## src/rtl/fsas_pkg.sv

```systemverilog
// shared constants for the float scatter-add store: request kinds, register
// indexes and float32 field widths. no dependencies.
`timescale 1ns / 1ps
`default_nettype none
package fsas_pkg;

   localparam int STORE_DEPTH_DEF = 4096;
   localparam int FP_W            = 32;
   localparam int LEN_W           = 13;
   localparam int CSR_IDX_W       = 8;

   localparam logic [1:0] REQ_LOAD = 2'd0;
   localparam logic [1:0] REQ_ACC  = 2'd1;
   localparam logic [1:0] REQ_READ = 2'd2;
   localparam logic [1:0] REQ_RSVD = 2'd3;

   localparam logic [CSR_IDX_W-1:0] CSR_BOUNDS_CHECK = 8'd0;
   localparam logic [CSR_IDX_W-1:0] CSR_ARRAY_LENGTH = 8'd1;

   localparam logic [FP_W-1:0] CANON_NAN = 32'h7FC0_0000;
   localparam logic [FP_W-1:0] POS_INF   = 32'h7F80_0000;
   localparam logic [FP_W-1:0] QUIET_BIT = 32'h0040_0000;

endpackage
`default_nettype wire

```

## src/rtl/fsas_fadd.sv

```systemverilog
// iterative float32 adder: one-bit alignment and normalization shift steps,
// round-to-nearest-even. uses fsas_pkg.
`timescale 1ns / 1ps
`default_nettype none
module fsas_fadd (
   input  wire logic                     clock,
   input  wire logic                     reset,
   input  wire logic                     start,
   input  wire logic [fsas_pkg::FP_W-1:0] a,
   input  wire logic [fsas_pkg::FP_W-1:0] b,
   output logic                          done,
   output logic      [fsas_pkg::FP_W-1:0] result
);

   typedef enum logic [2:0] {
      S_IDLE, S_ALIGN, S_ADD, S_NORM, S_ROUND, S_FIN
   } state_type;

   state_type          state_ff, state_in;
   logic [26:0]        ma_ff, ma_in, mb_ff, mb_in;
   logic [27:0]        m_ff, m_in;
   logic [9:0]         ex_ff, ex_in;
   logic [4:0]         diff_ff, diff_in;
   logic               sign_ff, sign_in, sub_ff, sub_in;
   logic [31:0]        res_ff, res_in;

   logic               sa, sb, a_nan, b_nan, a_inf, b_inf, a_zero, b_zero;
   logic [7:0]         ea, eb, ea_e, eb_e, dexp;
   logic [23:0]        fa, fb;
   logic               swap;
   logic [27:0]        sum;
   logic [23:0]        q;
   logic               inc;
   logic [32:0]        r;

   assign sa     = a[31];
   assign sb     = b[31];
   assign ea     = a[30:23];
   assign eb     = b[30:23];
   assign a_nan  = (ea == 8'hFF) && (a[22:0] != 23'd0);
   assign b_nan  = (eb == 8'hFF) && (b[22:0] != 23'd0);
   assign a_inf  = (ea == 8'hFF) && (a[22:0] == 23'd0);
   assign b_inf  = (eb == 8'hFF) && (b[22:0] == 23'd0);
   assign a_zero = (a[30:0] == 31'd0);
   assign b_zero = (b[30:0] == 31'd0);
   assign fa     = {(ea != 8'd0), a[22:0]};
   assign fb     = {(eb != 8'd0), b[22:0]};
   assign ea_e   = (ea == 8'd0) ? 8'd1 : ea;
   assign eb_e   = (eb == 8'd0) ? 8'd1 : eb;
   assign swap   = {eb_e, fb} > {ea_e, fa};
   assign dexp   = swap ? (eb_e - ea_e) : (ea_e - eb_e);

   assign sum = sub_ff ? ({1'b0, ma_ff} - {1'b0, mb_ff}) : ({1'b0, ma_ff} + {1'b0, mb_ff});
   assign q   = m_ff[26:3];
   assign inc = (m_ff[2:0] > 3'd4) || ((m_ff[2:0] == 3'd4) && q[0]);
   assign r   = ({23'd0, ex_ff - 10'd1} << 23) + {9'd0, q} + {32'd0, inc};

   always_comb begin
      state_in = state_ff;
      ma_in    = ma_ff;
      mb_in    = mb_ff;
      m_in     = m_ff;
      ex_in    = ex_ff;
      diff_in  = diff_ff;
      sign_in  = sign_ff;
      sub_in   = sub_ff;
      res_in   = res_ff;
      unique case (state_ff)
         S_IDLE: begin
            if (start) begin
               state_in = S_FIN;
               if (a_nan) begin
                  res_in = a | fsas_pkg::QUIET_BIT;
               end else if (b_nan) begin
                  res_in = b | fsas_pkg::QUIET_BIT;
               end else if (a_inf) begin
                  res_in = (b_inf && (sa != sb)) ? fsas_pkg::CANON_NAN : a;
               end else if (b_inf) begin
                  res_in = b;
               end else if (a_zero && b_zero) begin
                  res_in = {sa & sb, 31'd0};
               end else if (a_zero) begin
                  res_in = b;
               end else if (b_zero) begin
                  res_in = a;
               end else begin
                  state_in = S_ALIGN;
                  ma_in    = swap ? {fb, 3'b000} : {fa, 3'b000};
                  mb_in    = swap ? {fa, 3'b000} : {fb, 3'b000};
                  ex_in    = {2'b00, swap ? eb_e : ea_e};
                  sign_in  = swap ? sb : sa;
                  sub_in   = sa ^ sb;
                  diff_in  = (dexp > 8'd27) ? 5'd27 : dexp[4:0];
               end
            end
         end
         S_ALIGN: begin
            // shift the smaller operand right, folding lost bits into sticky
            if (diff_ff == 5'd0) begin
               state_in = S_ADD;
            end else begin
               mb_in   = {1'b0, mb_ff[26:2], mb_ff[1] | mb_ff[0]};
               diff_in = diff_ff - 5'd1;
            end
         end
         S_ADD: begin
            if (sub_ff && (sum == 28'd0)) begin
               res_in   = 32'd0;
               state_in = S_FIN;
            end else if (sum[27]) begin
               m_in     = {1'b0, sum[27:2], sum[1] | sum[0]};
               ex_in    = ex_ff + 10'd1;
               state_in = S_NORM;
            end else begin
               m_in     = sum;
               state_in = S_NORM;
            end
         end
         S_NORM: begin
            if (!m_ff[26] && (ex_ff > 10'd1)) begin
               m_in  = {m_ff[26:0], 1'b0};
               ex_in = ex_ff - 10'd1;
            end else begin
               state_in = S_ROUND;
            end
         end
         S_ROUND: begin
            res_in   = (r >= {1'b0, fsas_pkg::POS_INF}) ?
                       {sign_ff, fsas_pkg::POS_INF[30:0]} : {sign_ff, r[30:0]};
            state_in = S_FIN;
         end
         S_FIN: begin
            state_in = S_IDLE;
         end
         default: state_in = S_IDLE;
      endcase
   end

   always_ff @(posedge clock) begin
      if (reset) begin
         state_ff <= S_IDLE;
      end else begin
         state_ff <= state_in;
      end
      ma_ff   <= ma_in;
      mb_ff   <= mb_in;
      m_ff    <= m_in;
      ex_ff   <= ex_in;
      diff_ff <= diff_in;
      sign_ff <= sign_in;
      sub_ff  <= sub_in;
      res_ff  <= res_in;
   end

   assign done   = (state_ff == S_FIN);
   assign result = res_ff;

endmodule
`default_nettype wire
```

## config.mk

```make
export PLATFORM = sky130hd
export DESIGN_NAME = fsas_fadd
export DESIGN_NICKNAME = d
export VERILOG_FILES = /design/src/rtl/fsas_pkg.sv /design/src/rtl/fsas_fadd.sv
export SDC_FILE = /design/constraint.sdc
export NUM_CORES = 1
export LEC_CHECK = 0
export BUFFER_PORTS_ARGS = -buffer_cell sky130_fd_sc_hd__buf_2
export CORE_MARGIN = 2
export CORE_UTILIZATION = 65
export DETAILED_ROUTE_END_ITERATION = 10
export PLACE_DENSITY_LB_ADDON = 0.1
export SYNTH_ARGS = -nofsm -noshare
export SYNTH_HDL_FRONTEND = slang
export SYNTH_SLANG_ARGS = --single-unit
```

## constraint.sdc

```tcl
create_clock -name clock -period 15.2 [get_ports clock]
set_input_delay 3.04 -clock clock [delete_from_list [all_inputs] [get_ports clock]]
set_output_delay 3.04 -clock clock [all_outputs]
set_load 0.05 [all_outputs]
```

# --- After elaboration in Yosys (flattened, before gate mapping) ---
# Cells that the tools add are included.
word_totals:
  regBits: 133
  latchBits: 0
  ramBits: 0
  romBits: 0
  input_bits: 67
  output_inout_bits: 33
  elab_cells: 162
  memories: 0
op_classes:
  add_sub_neg: 9
  n_mul: 0
  n_div: 0
  magnitude_cmp: 5
  n_eq_ne: 25
  shift: 0
  muxes: 69
  n_bitwise: 11
  reduce_logical: 34
op_table:
  columns: ["operator", "n"]
  rows:
  - ["27-bit two-way mux", 14]
  - ["32-bit two-way mux", 10]
  - ["10-bit two-way mux", 11]
  - ["27-bit one-hot mux with 2 select lines", 2]
  - ["32-bit one-hot mux with 3 select lines", 1]
  - ["31-bit logical NOT", 2]
  - ["5-bit two-way mux", 10]
  - ["23-bit logical NOT", 2]
  - ["23-bit nonzero test", 2]
  - ["33-bit by 1-bit adder with 33-bit output", 1]
  - ["33-bit by 24-bit adder with 33-bit output", 1]
  - ["33-bit by 31-bit greater-or-equal comparator with 1-bit output, second input constant", 1]
  - ["3-bit two-way mux", 11]
  - ["32-bit > comparator", 1]
  - ["8-bit two-way mux", 4]
  - ["31-bit two-way mux", 1]
  - ["2-bit != test, second input constant", 15]
  - ["10-bit one-hot mux with 3 select lines", 1]
  - ["27-bit by 27-bit adder with 28-bit output", 1]
  - ["28-bit logical NOT", 1]
  - ["28-bit two-way mux", 1]
  - ["27-bit by 27-bit subtractor with 28-bit output", 1]
  - ["8-bit == test, second input constant", 2]
  - ["8-bit logical NOT", 2]
  - ["32 further kinds", 55]

# --- Longest topological paths before layout ---
# Gate-level depths: netlist (run 1).
depth:
  word_depth: 15
  mapped_depth: 21
  ltp_nobuf: 16

# --- Least setup slack after synthesis (run 1) ---
# No wires, ideal clock.
synth_timing:
  path_kind: "in2reg"
  start: "in a[23] (netlist name)"
  end: "reg res_ff[0] (netlist: result[0]) (enable)"
  setup_ns: 0.470
  arrival_ns: 6.544
  t_required_ns: 14.730
  slack_ns: 8.186
  cell_stages: 4
  path_buffers: 0
  cell_sequence: "or4_1 nor4_1 nor3_1 a211oi_1"
synth_via:
  elab_chain_cells: 4
  elab_cells_between_ends: 7
  classes_between: "eq/ne (2); reduce/logical (5)"
synth_lines:
  columns: ["element", "line", "text"]
  rows:
  - ["start: declaration", "fsas_fadd.sv:9", "input wire logic [fsas_pkg::FP_W-1:0] a,"]
  - ["31-bit logical NOT or 8-bit == test (tied branches)", "fsas_fadd.sv:44, fsas_fadd.sv:40, fsas_fadd.sv:42", null]
  - ["1-bit logical AND, on equally long branches", "fsas_fadd.sv:80, fsas_fadd.sv:40, fsas_fadd.sv:42", null]
  - ["8-bit != test (no source line) *", null, null]
  - ["4-bit AND reduction (no source line) *", null, null]
  - ["end signal: assignment", "fsas_fadd.sv:152", "res_ff <= res_in;"]
  - ["end: declaration", "fsas_fadd.sv:25", "logic [31:0] res_ff, res_in;"]
# Every way passes the cells marked *; elsewhere a longest branch is shown, timed or not.
# A chain may end at the register's enable or synchronous reset.

# --- Worst setup path after layout (run 1) ---
layout_timing:
  start: "in a[24] (netlist name)"
  end: "reg diff_ff[1] (data pin)"
layout_via:
  elab_chain_cells: 15
  elab_cells_between_ends: 18
  classes_between: "add/sub (2); order compare (2); mux (12); reduce/logical (2)"
layout_lines:
  columns: ["element", "line", "text"]
  rows:
  - ["8-bit logical NOT", "fsas_fadd.sv:48", "assign ea_e = (ea == 8'd0) ? 8'd1 : ea;"]
  - ["8-bit two-way mux", "fsas_fadd.sv:48", null]
  - ["32-bit > comparator or 8-bit subtractor (tied branches)", "fsas_fadd.sv:50, fsas_fadd.sv:51", null]
  - ["8-bit two-way mux *", "fsas_fadd.sv:51", "assign dexp = swap ? (eb_e - ea_e) : (ea_e - eb_e);"]
  - ["8-bit by 5-bit > comparator with 1-bit output", "fsas_fadd.sv:93", "diff_in = (dexp > 8'd27) ? 5'd27 : dexp[4:0];"]
  - ["5-bit two-way mux *", "fsas_fadd.sv:93", null]
  - ["5-bit two-way mux *", "fsas_fadd.sv:84", "end else if (b_zero) begin"]
  - ["5-bit two-way mux *", "fsas_fadd.sv:82", "end else if (a_zero) begin"]
  - ["5-bit two-way mux *", "fsas_fadd.sv:80", "end else if (a_zero && b_zero) begin"]
  - ["5-bit two-way mux *", "fsas_fadd.sv:78", "end else if (b_inf) begin"]
  - ["5-bit two-way mux *", "fsas_fadd.sv:76", "end else if (a_inf) begin"]
  - ["5-bit two-way mux *", "fsas_fadd.sv:74", "end else if (b_nan) begin"]
  - ["5-bit two-way mux *", "fsas_fadd.sv:72", "if (a_nan) begin"]
  - ["5-bit two-way mux *", "fsas_fadd.sv:70", "if (start) begin"]
  - ["5-bit one-hot mux with 2 select lines *", "fsas_fadd.sv:68", "unique case (state_ff)"]
  - ["named net diff_in[1]", "fsas_fadd.sv:23", "logic [4:0] diff_ff, diff_in;"]
  - ["end signal: assignment", "fsas_fadd.sv:149", "diff_ff <= diff_in;"]
  - ["end: declaration", "fsas_fadd.sv:23", null]
# The timed path passes the listed nets; every way through them passes the cells marked *. The select of a mux whose other input is x is not followed.

==> results of run 1 <==
registers in the layout, indices dropped and copies added (netlist names), 3 cells and up:
signal    cells
state_ff      3
m_ff         27
ex_ff        10
mb_ff        27
ma_ff        24
diff_ff       5
result       32
through the flow:
step	power, W	util [%]	cells	instance area (sq um)
after floorplan	0.00120	-	1359	11800
after global placement	0.00139	69.0	1615	12400
after detailed placement	0.00141	69.0	1615	12400
after CTS	0.00184	72.4	1647	13000
after global routing	0.00196	72.4	1650	13000
final	0.00185	72.4	1653	13000
layout by cell type, fill, tap and decap left out, drive strengths merged, types with 5 or more instances in the layout:
| cell type | count |
|---|---|
| and2 | 12 |
| ha | 74 |
| a31oi | 8 |
| a21boi | 5 |
| o21ai | 79 |
| a211oi | 14 |
| nor4b | 9 |
| a221oi | 5 |
| a311oi | 5 |
| o211ai | 17 |
| and4 | 8 |
| mux2 | 29 |
| diode | 6 |
| or3 | 8 |
| buf | 110 |
| a21o | 17 |
| a21oi | 120 |
| o31a | 5 |
| mux2i | 44 |
| nand2 | 108 |
| o311a | 6 |
| nor4 | 23 |
| nand4 | 27 |
| nor2 | 141 |
| nand2b | 8 |
| clkbuf | 18 |
| nor3 | 37 |
| o22ai | 34 |
| xnor2 | 56 |
| inv | 78 |
| nand3 | 22 |
| edfxtp | 127 |
| xor2 | 34 |
| and3 | 15 |
| o21bai | 5 |
| o21a | 11 |
| nor2b | 17 |
worst paths after layout:
kind | start | end | slack (ps)
max | a[24] | diff_ff[1] | 7720
min | m_ff[1] | m_ff[2] | 630
max reg2reg | mb_ff[0] | m_ff[22] | 8530
min reg2reg | m_ff[1] | m_ff[2] | 630
worst min-delay path, cell delays in order (launching register included):
cell                       delay, ps
sky130_fd_sc_hd__edfxtp_1        350
sky130_fd_sc_hd__nor2_1           50
sky130_fd_sc_hd__a21oi_1         110
cell type report:
cell class	count	area share, %
Timing Repair Buffer	110	4.46
Tap cell	229	2.21
Clock inverter	14	1.30
Clock buffer	18	3.31
Antenna cell	6	0.116
Inverter	71	2.06
Sequential cell	130	29.9
Multi-Input combinational cell	1075	56.7
cell families (layout without fill, tap and decap cells):
logic type / after synthesis / count (layout) / synth area share (%)
other: 0 / 6 / 0
and+or+nand+nor: 463 / 463 / 19.6
muxes: 73 / 73 / 6.48
DFF: 130 / 130 / 32.7
xor gates and xnor gates: 90 / 90 / 6.66
AOI/OAI and AO/OA: 373 / 373 / 20.9
adders and majority gates: 76 / 76 / 8.17
buffers and inverters: 154 / 213 / 5.40
metal layers:
layer | up-vias | part of all wire [%] | global-route usage (%)
li1 | 5156 | - | -
met1 | 5110 | 40 | 46.2
met2 | 529 | 46 | 56.5
met3 | 108 | 8.7 | 8.18
met4 | 4 | 5.1 | 17.4
met5 | - | 0.071 | 0
power by group:
part / leakage (nW) / total [W] / internal (W) / switching (W)
Combinational: 3.69 / 0.000872 / 0.000339 / 0.000533
Sequential: 1.21 / 0.000558 / 0.000491 / 0.0000670
Clock: 0.290 / 0.000423 / 0.000247 / 0.000176
Total: 5.19 / 0.00185 / 0.00108 / 0.000776
==> results.txt, run 1 <==
The flow ran to the end, and the final reports show no timing, DRC or antenna violations. The total of warnings raised by yosys came out at 0. Derived from the worst setup path, the maximum achievable clock frequency is around 130 MHz.

The worst-margin pin slew came out at around 1200 ps. The largest net degree at the start of global routing is 75. The final antenna-violating net count came out at 0. The final critical path takes up 49.2% of the cycle. The synthesized flop and latch total is 130.

The count of port buffers added during placement came out at between 90 and 100. The height of the die is 139 um. Row generation in the floorplan step produced 49 rows. At the placement stage, the worst setup path has a slack of ~7400 ps. The number of max-slew violations in the final report is 0.

The number of nets in the synthesized netlist is roughly 1.5k. The area of the mapped netlist came out at about 12000 sq um. STA classifies the critical path endpoint as a flop. 100 I/O pins were placed. The number of distinct standard cells referenced by the synthesized netlist came out at 83. The global-route congestion overflow total came out at 0. The peak supply drop came out at between 90 and 100 uV. The average wire length per cell after detail routing is between 20 and 25 um. The clock network latency to the later pin of the worst-skew pair came out at ~440 ps.

Summing all multi-input logic gate instances after layout gives 7350 sq um. Of all cell types, the one taking the most synthesized area is sky130_fd_sc_hd__edfxtp_1. The HPWL after detailed placement is 26300 um. The setup skew after layout came out at about 10 ps.

Hold timing on the final database bottoms out at a slack of around 630 ps. The initial antenna violation count is 8. The number of buffer and inverter stages on the critical path came out at 2. Hold repair after CTS inserted 0 buffers. The share of synthesized flip-flops with an asynchronous set or reset is 0%. The number of setup buffers added after CTS is 0. The leading cell type by number of instances after synthesis is sky130_fd_sc_hd__nor2_1.

The ratio of cells with drive above 1 in the final layout came out at 14.6%. The ratio of routed vias to standard cells is about 6.6. The signal on the critical path passes through buf_2 -> or4_1 -> nor2_1 -> ha_1 -> and4_1 -> a221o_1 -> a221oi_1 -> o21ai_1 -> nand2_2 -> buf_4 -> mux2i_1 -> o31a_1. The delay of the slowest cell on the worst path is roughly 850 ps. The number of enable flip-flop cells after synthesis is 127. The top cell type by area accounts for around a third of the synthesized area. The worst reg-to-reg path cell count came out at 16.

The initial DRC count came out at 994. The number of instances resized during post-cts repair is 0. The remaining routing DRC violations came out at 0.

In the final layout, flip-flops and latches occupy ~3900 sq um. Across every metal layer, demand over resource in global routing totals approximately 36%. The total power divided by cell area is approximately 140 nW/um^2.

In this run the worst hold path is classified as flop to flop. The count of H-tree levels built during CTS came out at 4. The critical path data arrival time is approximately 7700 ps. The share of the Yosys chip area taken by registers is 32.7%. Among all flip-flop cells after synthesis, the most frequent one is sky130_fd_sc_hd__edfxtp_1. The number of maximum-capacitance constraint violations came out at 0. The growth of design area from synthesis to finish came out at 9.61%.

The maximum buffer depth of the clock tree came out at 2. Setup repair after global routing left no endpoint under its margin. The critical path in this run is classified as input pin to flop.

By area the synthesized netlist is led by sky130_fd_sc_hd__edfxtp_1, sky130_fd_sc_hd__ha_1, sky130_fd_sc_hd__a21oi_1, sky130_fd_sc_hd__nor2_1, sky130_fd_sc_hd__xnor2_1. The die outline width is roughly 140 um. Counting instances in the post-synthesis netlist gives the leading cell types as sky130_fd_sc_hd__nor2_1, sky130_fd_sc_hd__edfxtp_1, sky130_fd_sc_hd__a21oi_1. The TritonCTS clock tree is built. Among all stages on the critical path, the largest delay is contributed by sky130_fd_sc_hd__a221oi_1. The initial utilization of the core area, before any placement, comes to roughly two thirds. The final worst slack is between 7000 and 8000 ps. The worst hold path cell count is 2. The final estimated routing congestion in global placement is 0.972. The final setup TNS is 0 ps.

After technology mapping, the gate count stands at 1359. The number of fillers in the final layout came out at approximately 1.4k. TritonCTS created 17 clock buffers. The number of cells on the critical path is 12. Among cell families on the critical path, the largest total delay comes from compound AO/OA/AOI/OAI gates.

The number of endpoints failing setup at the final stage is 0. The clock transition at the registers of the reported paths is around 70 ps. The number of global-route vias before repair was between 10k and 15k. The synthesized area divided by synthesized cell count is 8.71 sq um. The placeable core region is 17900 sq um. The minimum period implied by the final worst setup slack is about 7500 ps. The net count reported at finish came out at between 1.5k and 2k.

The final wirelength is between 30000 and 40000 um. The relative slew slack is around a fifth. The maximum net fanout on the critical path came out at 74. STA classifies the critical path startpoint as an input pin. For this block, the via count after detailed routing is around 11k.

The sink count of the clock tree came out at between 100 and 150. The count of endpoints failing hold in the final timing report came out at 0. The required time at the worst-slack endpoint is ~15000 ps.

The buffer cell driving the clock tree root is sky130_fd_sc_hd__clkbuf_16. The number of iterations in the first detailed-routing pass came out at 5. The leakage component of the power is roughly 5.2 nW. The first-pass GRT wire length is 54300 um.

The floorplan step defined a die boundary enclosing between 15000 and 20000 sq um.
Note: power is estimated with default switching activity, not from simulation.
==> inputs of run 2 (changes only) <==
--- a/config.mk
+++ b/config.mk
@@ -7,7 +7,7 @@
 export LEC_CHECK = 0
 export BUFFER_PORTS_ARGS = -buffer_cell sky130_fd_sc_hd__buf_2
 export CORE_MARGIN = 2
-export CORE_UTILIZATION = 65
+export CORE_UTILIZATION = 62
 export DETAILED_ROUTE_END_ITERATION = 10
 export PLACE_DENSITY_LB_ADDON = 0.1
 export SYNTH_ARGS = -nofsm -noshare
==> constraint.sdc (replaced) <==
create_clock -name clock -period 7.6 [get_ports clock]
set_input_delay 1.52 -clock clock [delete_from_list [all_inputs] [get_ports clock]]
set_output_delay 1.52 -clock clock [all_outputs]
set_load 0.05 [all_outputs]
==> results.txt, run 2 (same netlist as run 1, synthesis figures left out) <==
The total half-perimeter wirelength after legalization and detailed placement came out at 26900 um (was 26300 um). The starting density of the core came to 63.2% (was 66.1%). Status: finished, final reports clean (unchanged).

The final setup TNS is 0 ps (unchanged). The first-pass GRT wire length is 53800 um (was 54300 um). The global-route congestion overflow total was 0 (unchanged). The setup skew after layout was 11.0 ps (was 9.96 ps). The minimum period implied by the final worst setup slack is between 6000 and 7000 ps. The number of maximum-capacitance constraint violations came out at 0 (unchanged). The height of the die is 142 um (was 139 um). The number of CTS-inserted buffers is 17 (unchanged).

The number of placed cells counting well taps came to 1620 (was 1615). The growth of design area from synthesis to finish is 9.66% (was 9.61%). The placeable core region is 18700 sq um (was 17900 sq um). The maximum net fanout on the critical path is 27 (was 74). The maximum buffer depth of the clock tree is 2 (unchanged). The number of flip-flops under the largest register name is 32 (unchanged). The critical path data arrival time was 6010 ps (was 7660 ps). The final worst slack was 1490 ps (was 7720 ps). The remaining routing DRC violations is 0 (unchanged). The buffer cell driving the clock tree root is sky130_fd_sc_hd__clkbuf_16 (unchanged).

The relative slew slack came out at 21.5% (was 20.1%). The type of element capturing the critical path is a flop (unchanged). Derived from the worst setup path, the maximum achievable clock frequency is approximately 160 MHz. The count of port buffers added during placement came out at 99 (unchanged).

The nature of the critical path startpoint is a flop (was input pin). The TritonCTS clock tree is built (unchanged). The required time at the worst-slack endpoint is 7500 ps (was 15380 ps).

The worst-case register-to-register setup slack came out at 1490 ps (was 8530 ps). The endpoint of the worst register-to-register path was m_ff[17] (was m_ff[22]). The total vias in the final route came to 10.9k (about the same). The worst hold path cell count is 2 (unchanged). The net count reported at finish is 1548 (unchanged).

The number of endpoints failing setup at the final stage came to 0 (unchanged). The reg-to-reg critical path startpoint is mb_ff[5] (was mb_ff[0]). The most frequent standard cell in the layout excluding fill and tap cells was sky130_fd_sc_hd__nor2_1 (unchanged).

The post-route clock period utilization came out at 80.4%. The clock transition at the registers of the reported paths was 60 ps (was 70 ps). The largest net degree at the start of global routing was 88 (was 75). The leakage component of the power came to 5.19 nW (about the same).

The final wirelength is 35100 um (was 35000 um). The number of global-route vias before repair came to 9929 (was 10.2k). The worst min-delay path class is flop to flop (unchanged). The peak supply drop came out at 178 uV (was 92.4 uV). The number of iterations in the first detailed-routing pass is 8 (was 5). The clock network latency to the later pin of the worst-skew pair is 430 ps (was 440 ps). The worst setup slack after placement came out at 1580 ps (was 7430 ps). The count of endpoints failing hold in the final timing report was 0 (unchanged). The average wire length per cell after detail routing was 21.2 um (about the same). The initial antenna violation count is 7 (was 8). The end point of the worst hold path is m_ff[2] (unchanged). The row count came out at 50 (was 49). The initial DRC count is 1082 (was 994). The total power divided by cell area came out at 287 nW/um^2 (was 143 nW/um^2). The post-route core utilization came out at 69.4% (was 72.4%). The floorplan die area came out at 20200 sq um (was 19300 sq um). The total I/O pin count is 100 (unchanged). The post-CTS setup repair buffer count is 0 (unchanged). The worst-margin pin slew is 1170 ps (was 1200 ps). The overall track demand over capacity in global routing is 34.5% (was 35.6%).

The ratio of routed vias to standard cells is 6.55 (was 6.60). The final antenna-violating net count came out at 0 (unchanged). The sink count of the clock tree came to 130 (unchanged).

The count of H-tree levels built during CTS is 4 (unchanged). The number of instances resized during post-cts repair was 0 (unchanged). The number of max-slew violations in the final report is 0 (unchanged). The critical path class is flop to flop (was input pin to flop). The ratio of cells with drive above 1 in the final layout is 14.6% (unchanged).

The worst reg-to-reg path cell count came out at 15 (was 16). Most used cells in the layout excluding fill and tap cells: sky130_fd_sc_hd__nor2_1, sky130_fd_sc_hd__edfxtp_1, sky130_fd_sc_hd__a21oi_1 (unchanged). The final estimated routing congestion in global placement came out at 0.947 (was 0.972). Unrepaired setup endpoints after global routing: false (unchanged). The number of hold buffers added after cts was 0 (unchanged).

The number of non-filler instances in the completed layout is 1658 (was 1653). The origin of the worst min-delay path is m_ff[1] (unchanged). The die outline width came to 142 um (was 139 um). The total power draw came out at 0.00372 W (was 0.00185 W).
[run 2: changes by cell type in the layout (fill, tap and decap cells not counted)]
| cell | change |
|---|---|
| sky130_fd_sc_hd__clkinv_4 | -2 |
| sky130_fd_sc_hd__clkbuf_1 | -1 |
| sky130_fd_sc_hd__clkinv_1 | +1 |
| sky130_fd_sc_hd__clkinvlp_4 | +1 |
| sky130_fd_sc_hd__inv_6 | +1 |
[run 2: cell type report]
| cell class | instances | area [sq um] |
|---|---|---|
| Sequential cell | 130 | 3870 |
| Clock buffer | 17 | 425 |
| Inverter | 71 | 267 |
| Fill cell | 1543 | 5730 |
| Clock inverter | 15 | 171 |
| Tap cell | 234 | 293 |
| Timing Repair Buffer | 110 | 578 |
| Antenna cell | 6 | 15.0 |
| Multi-Input combinational cell | 1075 | 7350 |
[run 2: critical path, cell delays in order, from the launching register on]
cell and delay (ps):
sky130_fd_sc_hd__edfxtp_1 470, sky130_fd_sc_hd__nor4_1 510, sky130_fd_sc_hd__nand4b_1 250, sky130_fd_sc_hd__nor3b_1 740, sky130_fd_sc_hd__a21oi_1 170, sky130_fd_sc_hd__xnor2_1 180
sky130_fd_sc_hd__ha_1 390, sky130_fd_sc_hd__a21oi_1 260, sky130_fd_sc_hd__o21ai_0 210, sky130_fd_sc_hd__a221oi_1 280, sky130_fd_sc_hd__o21ai_0 210, sky130_fd_sc_hd__or3_1 420
sky130_fd_sc_hd__a211oi_1 240, sky130_fd_sc_hd__and4b_1 330, sky130_fd_sc_hd__a311o_1 220, sky130_fd_sc_hd__nand2_1 680
[run 2: worst max-delay path by stage]
stage	from	endpoint	slack, ps	depth (start not counted)
2_1_floorplan	mb_ff[0]	result[0]	730	18
3_3_place_gp	a[24]	ma_ff[11]	1690	11
3_5_place_dp	a[24]	ma_ff[11]	1580	11
4_1_cts	mb_ff[5]	m_ff[13]	1630	15
5_1_grt	mb_ff[5]	m_ff[5]	950	15
6_report	mb_ff[5]	m_ff[17]	1490	15
[run 2: per-layer routing]
metal	up-vias	share of wire, %	GRT usage (%)
li1	5149	-	-
met5	-	0.037	0
met4	2	4.4	15.1
met3	76	7.4	6.06
met1	5159	41	45.1
met2	482	47	56.5
[run 2: through the flow]
stage	instance area, sq um	hold slack, ps
2_1_floorplan	11800	525
3_3_place_gp	12400	580
3_5_place_dp	12400	600
4_1_cts	13000	612
5_1_grt	13000	628
6_report	13000	615
[run 2: power by group]
group          switching [W]  internal [W]
Clock               0.000343      0.000493
Combinational        0.00108      0.000680
Sequential          0.000140      0.000983
